==> src/rtl/core/tchp_pkg.sv <==
// ----------------------------------------------------------------------------
// tchp_pkg
// Types, state codes and fixed handshake strings for the text command
// handshake parser.
// ----------------------------------------------------------------------------
package tchp_pkg;

	localparam int CHAR_W = 8;
	localparam int PROTO_W = 4;
	localparam int POS_W = 3;
	localparam int IDLE_W = 17;
	localparam int TMO_W = 16;
	localparam int KIND_W = 3;
	localparam int FUNC_W = 2;
	localparam int CFG_IDX_W = 2;

	// command codes
	localparam logic [FUNC_W-1:0] FN_CHAR = 2'd0;
	localparam logic [FUNC_W-1:0] FN_TICK = 2'd1;
	localparam logic [FUNC_W-1:0] FN_REPLY = 2'd2;

	// protocol states
	localparam logic [PROTO_W-1:0] ST_HELLO = 4'd0;
	localparam logic [PROTO_W-1:0] ST_VER = 4'd1;
	localparam logic [PROTO_W-1:0] ST_CAP = 4'd2;
	localparam logic [PROTO_W-1:0] ST_GHELLO = 4'd3;
	localparam logic [PROTO_W-1:0] ST_GET = 4'd4;
	localparam logic [PROTO_W-1:0] ST_GCOD = 4'd5;
	localparam logic [PROTO_W-1:0] ST_GURI = 4'd6;
	localparam logic [PROTO_W-1:0] ST_SCODE = 4'd7;
	localparam logic [PROTO_W-1:0] ST_SURI = 4'd8;
	localparam logic [PROTO_W-1:0] ST_SERR = 4'd9;

	// reply kinds
	localparam logic [KIND_W-1:0] RK_NONE = 3'd0;
	localparam logic [KIND_W-1:0] RK_CAP_NONE = 3'd1;
	localparam logic [KIND_W-1:0] RK_CAP_URI = 3'd2;
	localparam logic [KIND_W-1:0] RK_CAP_CODE = 3'd3;
	localparam logic [KIND_W-1:0] RK_CAP_BOTH = 3'd4;
	localparam logic [KIND_W-1:0] RK_CODE = 3'd5;
	localparam logic [KIND_W-1:0] RK_URI = 3'd6;
	localparam logic [KIND_W-1:0] RK_ERR = 3'd7;

	// configuration register indexes
	localparam logic [CFG_IDX_W-1:0] CFG_TIMEOUT = 2'd0;
	localparam logic [CFG_IDX_W-1:0] CFG_HAS_URI = 2'd1;
	localparam logic [CFG_IDX_W-1:0] CFG_HAS_CODE = 2'd2;

	localparam logic [TMO_W-1:0] TIMEOUT_RST = 16'd60000;
	localparam logic [IDLE_W-1:0] IDLE_MAX = 17'h1ffff;

	localparam logic [POS_W-1:0] GET_LEN = 3'd3;

	localparam logic [CHAR_W-1:0] CH_P = 8'h50;
	localparam logic [CHAR_W-1:0] CH_C = 8'h43;
	localparam logic [CHAR_W-1:0] CH_U = 8'h55;

	typedef struct packed {
		logic [FUNC_W-1:0] func;
		logic [CHAR_W-1:0] char_in;
	} tchp_cmd_t;

	typedef struct packed {
		logic take_control;
		logic busy_res;
		logic [KIND_W-1:0] reply_kind;
	} tchp_res_t;

	typedef struct packed {
		logic [PROTO_W-1:0] proto;
		logic [POS_W-1:0] pos;
		logic [IDLE_W-1:0] idle_ms;
	} tchp_state_t;

	typedef struct packed {
		logic [TMO_W-1:0] timeout_ms;
		logic has_uri;
		logic has_code_source;
	} tchp_cfg_t;

	// length of the string matched in a given state, zero where none applies
	function automatic logic [POS_W-1:0] str_len(input logic [PROTO_W-1:0] st);
		logic [POS_W-1:0] len;
		case (st)
			ST_HELLO, ST_GHELLO: len = 3'd5;
			ST_VER: len = 3'd4;
			ST_GET, ST_GCOD, ST_GURI: len = 3'd3;
			default: len = 3'd0;
		endcase
		return len;
	endfunction

	// expected character at a match position in a given state
	function automatic logic [CHAR_W-1:0] str_char(input logic [PROTO_W-1:0] st,
		input logic [POS_W-1:0] pos);
		logic [CHAR_W-1:0] ch;
		ch = 8'h00;
		case (st)
			ST_HELLO, ST_GHELLO: begin
				case (pos)
					3'd0: ch = 8'h50;
					3'd1: ch = 8'h4c;
					3'd2: ch = 8'h43;
					3'd3: ch = 8'h55;
					3'd4: ch = 8'h50;
					default: ch = 8'h00;
				endcase
			end
			ST_VER: begin
				case (pos)
					3'd0: ch = 8'h2f;
					3'd1: ch = 8'h30;
					3'd2: ch = 8'h2e;
					3'd3: ch = 8'h31;
					default: ch = 8'h00;
				endcase
			end
			ST_GET: begin
				case (pos)
					3'd0: ch = 8'h20;
					3'd1: ch = 8'h47;
					3'd2: ch = 8'h20;
					default: ch = 8'h00;
				endcase
			end
			ST_GCOD: begin
				case (pos)
					3'd0: ch = 8'h43;
					3'd1: ch = 8'h4f;
					3'd2: ch = 8'h44;
					default: ch = 8'h00;
				endcase
			end
			ST_GURI: begin
				case (pos)
					3'd0: ch = 8'h55;
					3'd1: ch = 8'h52;
					3'd2: ch = 8'h49;
					default: ch = 8'h00;
				endcase
			end
			default: ch = 8'h00;
		endcase
		return ch;
	endfunction

endpackage

==> src/rtl/core/text_command_handshake_parser.sv <==
// ----------------------------------------------------------------------------
// text_command_handshake_parser
// Path: a command word is registered in the input stage, its result in the result
// register. Throughput: one word per cycle unless the result side stalls.
// Reset: protocol state awaits the hello word, match position and idle count
// are zero, timeout is 60000 ms, no URI or code source configured.
// ----------------------------------------------------------------------------
module text_command_handshake_parser import tchp_pkg::*; (
	input logic clk,
	input logic arst_n,
	input logic cmd_valid,
	output logic cmd_stall,
	input tchp_cmd_t cmd,
	output logic res_valid,
	input logic res_stall,
	output tchp_res_t res,
	input logic cfg_valid,
	output logic cfg_ready,
	input logic [CFG_IDX_W-1:0] cfg_index,
	input logic [TMO_W-1:0] cfg_data
);

	logic valid_s1;
	tchp_cmd_t cmd_s1;
	tchp_state_t state_q;
	tchp_state_t state_nxt;
	tchp_cfg_t cfg_q;
	logic res_valid_q;
	tchp_res_t res_q;
	tchp_res_t res_nxt;
	logic adv;
	logic cmd_acc;
	logic fire;

	assign adv = !res_valid_q || !res_stall;
	assign cmd_stall = valid_s1 && !adv;
	assign cmd_acc = cmd_valid && !cmd_stall;
	assign fire = valid_s1 && adv;
	assign cfg_ready = 1'b1;

	tchp_step u_step (
		.st(state_q),
		.cfg(cfg_q),
		.cmd(cmd_s1),
		.st_nxt(state_nxt),
		.res(res_nxt)
	);

	always_ff @(posedge clk or negedge arst_n) begin
		if (!arst_n) begin
			valid_s1 <= 1'b0;
		end else if (cmd_acc) begin
			valid_s1 <= 1'b1;
		end else if (adv) begin
			valid_s1 <= 1'b0;
		end
	end

	always_ff @(posedge clk) begin
		if (cmd_acc) begin
			cmd_s1 <= cmd;
		end
	end

	always_ff @(posedge clk or negedge arst_n) begin
		if (!arst_n) begin
			state_q.proto <= ST_HELLO;
			state_q.pos <= '0;
			state_q.idle_ms <= '0;
		end else if (fire) begin
			state_q <= state_nxt;
		end
	end

	always_ff @(posedge clk or negedge arst_n) begin
		if (!arst_n) begin
			cfg_q.timeout_ms <= TIMEOUT_RST;
			cfg_q.has_uri <= 1'b0;
			cfg_q.has_code_source <= 1'b0;
		end else if (cfg_valid && cfg_ready) begin
			case (cfg_index)
				CFG_TIMEOUT: cfg_q.timeout_ms <= cfg_data;
				CFG_HAS_URI: cfg_q.has_uri <= cfg_data[0];
				CFG_HAS_CODE: cfg_q.has_code_source <= cfg_data[0];
				default: cfg_q <= cfg_q;
			endcase
		end
	end

	always_ff @(posedge clk or negedge arst_n) begin
		if (!arst_n) begin
			res_valid_q <= 1'b0;
		end else if (adv) begin
			res_valid_q <= valid_s1;
		end
	end

	always_ff @(posedge clk) begin
		if (fire) begin
			res_q <= res_nxt;
		end
	end

	assign res_valid = res_valid_q;
	assign res = res_q;

	// stall only while a word is held in the input stage
	a_stall_has_word: assert property (@(posedge clk) disable iff (!arst_n)
		cmd_stall |-> valid_s1)
		else $error("input stall without a held word");

	a_proto_range: assert property (@(posedge clk) disable iff (!arst_n)
		state_q.proto <= ST_SERR)
		else $error("protocol state out of range");

	a_pos_range: assert property (@(posedge clk) disable iff (!arst_n)
		state_q.pos <= 3'd4)
		else $error("match position out of range");

	a_state_hold: assert property (@(posedge clk) disable iff (!arst_n)
		!fire |=> $stable(state_q))
		else $error("state changed without a processed word");

	a_reply_only_on_reply: assert property (@(posedge clk) disable iff (!arst_n)
		fire && (cmd_s1.func != FN_REPLY) |=> res_q.reply_kind == RK_NONE)
		else $error("reply kind on a non-reply word");

endmodule

==> src/rtl/core/tchp_step.sv <==
// ----------------------------------------------------------------------------
// tchp_step
// Next-state and result logic for one command word: character matching,
// idle timeout, tick counting and reply selection.
// ----------------------------------------------------------------------------
module tchp_step import tchp_pkg::*; (
	input tchp_state_t st,
	input tchp_cfg_t cfg,
	input tchp_cmd_t cmd,
	output tchp_state_t st_nxt,
	output tchp_res_t res
);

	logic any_cfg;
	logic hit;
	logic [POS_W-1:0] len;
	logic [POS_W-1:0] pos_inc;
	logic timed_out;
	logic [KIND_W-1:0] kind;
	tchp_state_t nxt;

	assign any_cfg = cfg.has_uri | cfg.has_code_source;
	assign len = str_len(st.proto);
	assign hit = (st.pos < len) && (str_char(st.proto, st.pos) == cmd.char_in);
	assign pos_inc = st.pos + 3'd1;
	assign timed_out = (st.proto != ST_HELLO) && (st.idle_ms > {1'b0, cfg.timeout_ms});

	always_comb begin
		nxt = st;
		kind = RK_NONE;
		case (cmd.func)
			FN_CHAR: begin
				if (timed_out) begin
					nxt.proto = ST_SERR;
				end else begin
					nxt.idle_ms = '0;
					case (st.proto)
						ST_HELLO: begin
							if (!hit) begin
								nxt.pos = '0;
							end else if (pos_inc == len) begin
								nxt.pos = '0;
								nxt.proto = ST_VER;
							end else begin
								nxt.pos = pos_inc;
							end
						end
						ST_VER, ST_GHELLO, ST_GCOD, ST_GURI: begin
							if (!hit) begin
								nxt.pos = '0;
								nxt.proto = ST_SERR;
							end else if (pos_inc == len) begin
								nxt.pos = '0;
								case (st.proto)
									ST_VER: nxt.proto = ST_CAP;
									ST_GHELLO: nxt.proto = ST_GET;
									ST_GCOD: nxt.proto = ST_SCODE;
									default: nxt.proto = ST_SURI;
								endcase
							end else begin
								nxt.pos = pos_inc;
							end
						end
						ST_CAP: begin
							if (cmd.char_in == CH_P) begin
								nxt.pos = 3'd1;
								nxt.proto = any_cfg ? ST_GHELLO : ST_HELLO;
							end else begin
								nxt.pos = '0;
								nxt.proto = any_cfg ? ST_SERR : ST_HELLO;
							end
						end
						ST_GET: begin
							if (st.pos >= GET_LEN) begin
								if (cmd.char_in == CH_C) begin
									nxt.pos = 3'd1;
									nxt.proto = ST_GCOD;
								end else if (cmd.char_in == CH_U) begin
									nxt.pos = 3'd1;
									nxt.proto = ST_GURI;
								end else begin
									nxt.pos = '0;
									nxt.proto = ST_SERR;
								end
							end else if (hit) begin
								nxt.pos = pos_inc;
							end else begin
								nxt.pos = '0;
								nxt.proto = ST_SERR;
							end
						end
						default: begin
							nxt.pos = (cmd.char_in == CH_P) ? 3'd1 : 3'd0;
							nxt.proto = ST_HELLO;
						end
					endcase
				end
			end
			FN_TICK: begin
				if (st.idle_ms != IDLE_MAX) begin
					nxt.idle_ms = st.idle_ms + 17'd1;
				end
			end
			FN_REPLY: begin
				case (st.proto)
					ST_CAP: begin
						if (any_cfg) begin
							nxt.proto = ST_GHELLO;
							if (cfg.has_uri && cfg.has_code_source) begin
								kind = RK_CAP_BOTH;
							end else if (cfg.has_uri) begin
								kind = RK_CAP_URI;
							end else begin
								kind = RK_CAP_CODE;
							end
						end else begin
							nxt.proto = ST_HELLO;
							kind = RK_CAP_NONE;
						end
					end
					ST_SCODE: begin
						nxt.proto = ST_HELLO;
						kind = RK_CODE;
					end
					ST_SURI: begin
						nxt.proto = ST_HELLO;
						kind = RK_URI;
					end
					ST_SERR: begin
						nxt.proto = ST_HELLO;
						kind = RK_ERR;
					end
					default: kind = RK_NONE;
				endcase
			end
			default: nxt = st;
		endcase
	end

	assign st_nxt = nxt;
	assign res.take_control = (nxt.proto == ST_CAP) || (nxt.proto == ST_SCODE) ||
		(nxt.proto == ST_SURI) || (nxt.proto == ST_SERR);
	assign res.busy_res = !((nxt.proto == ST_HELLO) || (nxt.proto == ST_SCODE) ||
		(nxt.proto == ST_SURI) || (nxt.proto == ST_SERR) ||
		((nxt.proto == ST_CAP) && !any_cfg));
	assign res.reply_kind = kind;

endmodule

==> config.mk <==
export PLATFORM = sky130hd
export DESIGN_NAME = text_command_handshake_parser
export DESIGN_NICKNAME = d
export VERILOG_FILES = /design/src/rtl/core/tchp_pkg.sv /design/src/rtl/core/text_command_handshake_parser.sv /design/src/rtl/core/tchp_step.sv
export SDC_FILE = /design/constraint.sdc
export NUM_CORES = 1
export LEC_CHECK = 0
export CAP_MARGIN = 25
export CELL_PAD_IN_SITES_DETAIL_PLACEMENT = 1
export CELL_PAD_IN_SITES_GLOBAL_PLACEMENT = 2
export CORE_MARGIN = 4
export CORE_UTILIZATION = 44
export CTS_BUF_LIST = sky130_fd_sc_hd__clkbuf_8
export DETAILED_ROUTE_END_ITERATION = 10
export DONT_BUFFER_PORTS = 1
export HOLD_SLACK_MARGIN = 0.12
export PLACE_DENSITY_LB_ADDON = 0.2
export SETUP_SLACK_MARGIN = 0.4
export SLEW_MARGIN = 10
export SYNTH_ARGS = -nofsm -noshare
export SYNTH_HDL_FRONTEND = slang
export SYNTH_SLANG_ARGS = --single-unit
==> constraint.sdc <==
create_clock -name clk -period 5.5 [get_ports clk]
set_clock_uncertainty 0.2 [all_clocks]
set_input_delay 1.375 -clock clk [delete_from_list [all_inputs] [get_ports clk]]
set_output_delay 1.375 -clock clk [all_outputs]
set_load 0.02 [all_outputs]
==> metrics list <==
- Sorting the synthesized cells by area gives the leading types as sky130_fd_sc_hd__dfrtp_1 22%, sky130_fd_sc_hd__edfxtp_1 11%, sky130_fd_sc_hd__ha_1 8.9%.
- Required @ worst endpoint: 5.40 ns
- In the routed layout, each cell is associated on average with a via count of 6.103.
* Hold Worst Slack: 0.2966 ns
* Cell type contributing the most total cell area after synthesis: sky130_fd_sc_hd__dfrtp_1
* Total number of vias: 3,735
- In this run the worst path has a maximum fanout of 34.
- Cell at the root of the clock tree: sky130_fd_sc_hd__clkbuf_8
- Setup violations remaining at the end of the flow were counted as 0.
- Run status: completed
* Iter 0 DRT Violations: 201
- For this design the top-level I/O count stands at 41.
- TritonCTS clock tree: done
- STA classifies the critical path endpoint as a flop.
* Ys flop type: sky130_fd_sc_hd__dfrtp_1
- OpenSTA, run right after detailed placement, puts the worst setup slack at 1.212 ns.
- Unrepaired setup endpoints after global routing: false
- In this run the deepest clock path goes through 2 buffers.
- Number of H-tree levels: 3
* Initial antenna violation count: 0
- Sw Ratio: 0.3769
- Cell Pwr Density: 352.0 mW/mm^2
- The worst setup path is of the reg -> reg kind.
- Site Rows: 35
- Final Util: 0.4856
- For the pin with the worst max-slew slack, the measured transition is 1.019 ns.
- Dividing the final minimum period by the clock period gives 0.7962.
- The repair_antennas step left the layout with diodes totalling 0.
- For this configuration, the core starts out at a cell density of 0.4542.
- After detailed placement, the total cell area comes to 0.004300 mm^2.
- Total Routing Usage GR: 0.2164
- After routing the design area is 0.004529 mm^2.
* Clock power share: 0.293
- Cell Int Power: 0.9934 mW
- In the final layout, the share of cells above drive strength 1 is 0.08903.
* Leakage power figure: 1.897 nW
- After clock tree synthesis, the flow added hold-fix buffers numbering 0.
- Final instance count without filler cells: 612
- For this run, the number of Yosys warnings is 0.
* Cell types with the highest counts after synthesis: 55 x sky130_fd_sc_hd__o21ai_0, 48 x sky130_fd_sc_hd__nand2_1, 37 x sky130_fd_sc_hd__dfrtp_1
* Cts repair resizes: 0
- Met3 routed WL: 605 um
* Full die area: 0.01126 mm^2
- Number of global-route vias before repair: 3,766
- Synthesized netlist cell count: 485
* Mean instance size in the synthesized netlist: 8.735 um^2
- The number of nets handed over by synthesis was 548.
- Number of buffers created by CTS: 9
- Peak supply drop: 0.1432 mV
* Number of flops mapped to enable cells by yosys: 15
- In this run the horizontal extent of the chip is 106.1 um.
- Sum of negative setup slack: 0 ns
- Placed cell count: 596
- Sequential element share of the synthesized area: 0.3683
- After synthesis the netlist holds a flip-flop and latch count of 59.
- The tree built by TritonCTS fans out to 59 sinks.
- The first global-routing pass estimated 19,460 um of wire.
- After detailed routing, the average wire length per cell comes to 19.44 um.
- Summed instance area of the synthesized netlist: 0.004237 mm^2
- Count of input and output buffers: 0
- The share of synthesized area in the top cell type comes to 0.2185.
- Highest routed metal layer: met4
- The worst path needs 4.379 ns of the cycle, external delays included.
* Final total power: 1.594 mW
- The path class of the tightest hold or removal check is reg -> reg.
- The net count of the finished layout is 541.
- Counting distinct cell types in the post-synthesis netlist gives 75.
* M1 wire length: 5645 um
* Arrival time worst endpoint: 4.28 ns
* Fin worst setup slack: 1.121 ns
- Number of failing hold endpoints at the final stage: 0
- The clock reaches the later pin of the worst-skew pair after 0.34 ns.
- Number of max-cap violations: 0
- The share of total power dissipated in combinational logic is 0.336.
* Switching Power: 0.6009 mW
- The total area inside the core boundary comes to 0.009328 mm^2.
- The final-report max-slew violation count was 0.
* Detail Route met2 WL: 5475 um
- Final antenna-violating net count: 0
* Floorplan die height: 106.1 um
* Proportion of power drawn by flip-flops and latches: 0.371
* Fraction of registers with async set or reset after synthesis: 0.7458
- Global route overflow: 0
* Signed area change from the synthesized netlist to the final layout: 6.911%
- Most common cell in the netlist: sky130_fd_sc_hd__o21ai_0
- Entering global routing, the biggest net connects 45 pins.
- Clock-pin slew was measured on the worst setup and hold paths at 0.07 ns.
- For this run, the top clock speed supported by timing is 228.4 MHz.
- Aggregate routed wire length: 11,900 um
- Number of design rule violations left after detail routing: 0
* Post-CTS setup buffer count: 0
- The congestion estimate from routability-driven global placement came to 0.8971.
* Drt pass-1 iters: 5
* Half-perimeter wire length after placement: 8781 um
- The worst setup path is launched from a flop.
- Max-slew headroom at the worst pin: 0.3208
[worst max-delay path, stage by stage (launching register included)]
cell and delay, ns:
sky130_fd_sc_hd__dfrtp_1 1.01, sky130_fd_sc_hd__nand2_1 0.30, sky130_fd_sc_hd__nand2_1 0.16, sky130_fd_sc_hd__ha_1 0.23
sky130_fd_sc_hd__nor2b_1 0.13, sky130_fd_sc_hd__o21a_1 0.16, sky130_fd_sc_hd__nor3_1 0.19, sky130_fd_sc_hd__o221ai_2 0.15
sky130_fd_sc_hd__nor4b_4 0.43, sky130_fd_sc_hd__a31oi_1 0.17, sky130_fd_sc_hd__o21a_2 0.28, sky130_fd_sc_hd__or4_1 0.52
sky130_fd_sc_hd__and3_1 0.19
[state kept, by name, summed over array words and instances, names as in the netlist]
name,count
cmd_s1,10
valid_s1,1
state_q,24
res,5
res_valid,1
cfg_q,18
[metal layers]
metal	vias to the layer above	global-route usage
met5	-	0
met4	0	0.07216
met3	17	0.03825
met2	107	0.3330
met1	1853	0.3072
li1	1758	-
[logic make-up after synthesis]
| logic type | share of synthesized area |
|---|---|
| flip-flops | 0.3683 |
| XOR/XNOR | 0.01861 |
| multiplexers | 0.007973 |
| buffers and inverters | 0.05965 |
| adder cells (fa/ha/maj) | 0.08860 |
| AND/OR/NAND/NOR | 0.2505 |
| AO/OA/AOI/OAI | 0.2056 |
| other | 0.0008852 |
[layout make-up]
cell class                 instances  area (um^2)
clock buffer                      11        151.4
clock inverter                     5        77.57
fill                            1115         4798
inverter                          32        120.1
multi-input combinational        372         2429
sequential                        59         1560
tap                              129        161.4
timing repair buffer               4        30.03
[power by group through the flow]
stage	clock network, mW	registers, mW	logic, mW
after floorplan	0	0.549	0.455
after global placement	0	0.596	0.510
after detailed placement	0	0.600	0.524
after CTS	0.475	0.591	0.530
after global routing	0.495	0.601	0.594
final	0.467	0.592	0.536
[placed cells by master (no fill, tap or decap), types with 4 or more instances in the layout]
cell / instances
sky130_fd_sc_hd__clkbuf_8: 11
sky130_fd_sc_hd__a21oi_1: 27
sky130_fd_sc_hd__a31oi_1: 7
sky130_fd_sc_hd__nor2b_1: 8
sky130_fd_sc_hd__o22ai_1: 4
sky130_fd_sc_hd__edfxtp_1: 15
sky130_fd_sc_hd__nand2_1: 48
sky130_fd_sc_hd__dfrtp_1: 37
sky130_fd_sc_hd__nor4_1: 6
sky130_fd_sc_hd__a211oi_1: 6
sky130_fd_sc_hd__nand4_1: 8
sky130_fd_sc_hd__nand2b_1: 16
sky130_fd_sc_hd__dfstp_2: 7
sky130_fd_sc_hd__nand3_1: 10
sky130_fd_sc_hd__nor2_1: 33
sky130_fd_sc_hd__or3_1: 5
sky130_fd_sc_hd__nand3b_1: 4
sky130_fd_sc_hd__xnor2_1: 6
sky130_fd_sc_hd__and3_1: 14
sky130_fd_sc_hd__inv_1: 32
sky130_fd_sc_hd__o21ai_0: 55
sky130_fd_sc_hd__ha_1: 30
sky130_fd_sc_hd__a21o_1: 4
sky130_fd_sc_hd__nor3_1: 9
sky130_fd_sc_hd__buf_4: 4
[worst paths after layout]
check                             from  cells past startpoint  slack [ns]    endpoint
max                        state_q[21]                     12        1.12      res[3]
min                           valid_s1                      1        0.30   res_valid
max reg2reg                state_q[21]                     12        1.12      res[3]
min reg2reg                   valid_s1                      1        0.30   res_valid
max in group asynchronous       arst_n                      0        4.38   cfg_q[11]
min in group asynchronous       arst_n                      0        0.52  state_q[0]
(Power assumes the default switching activity.)
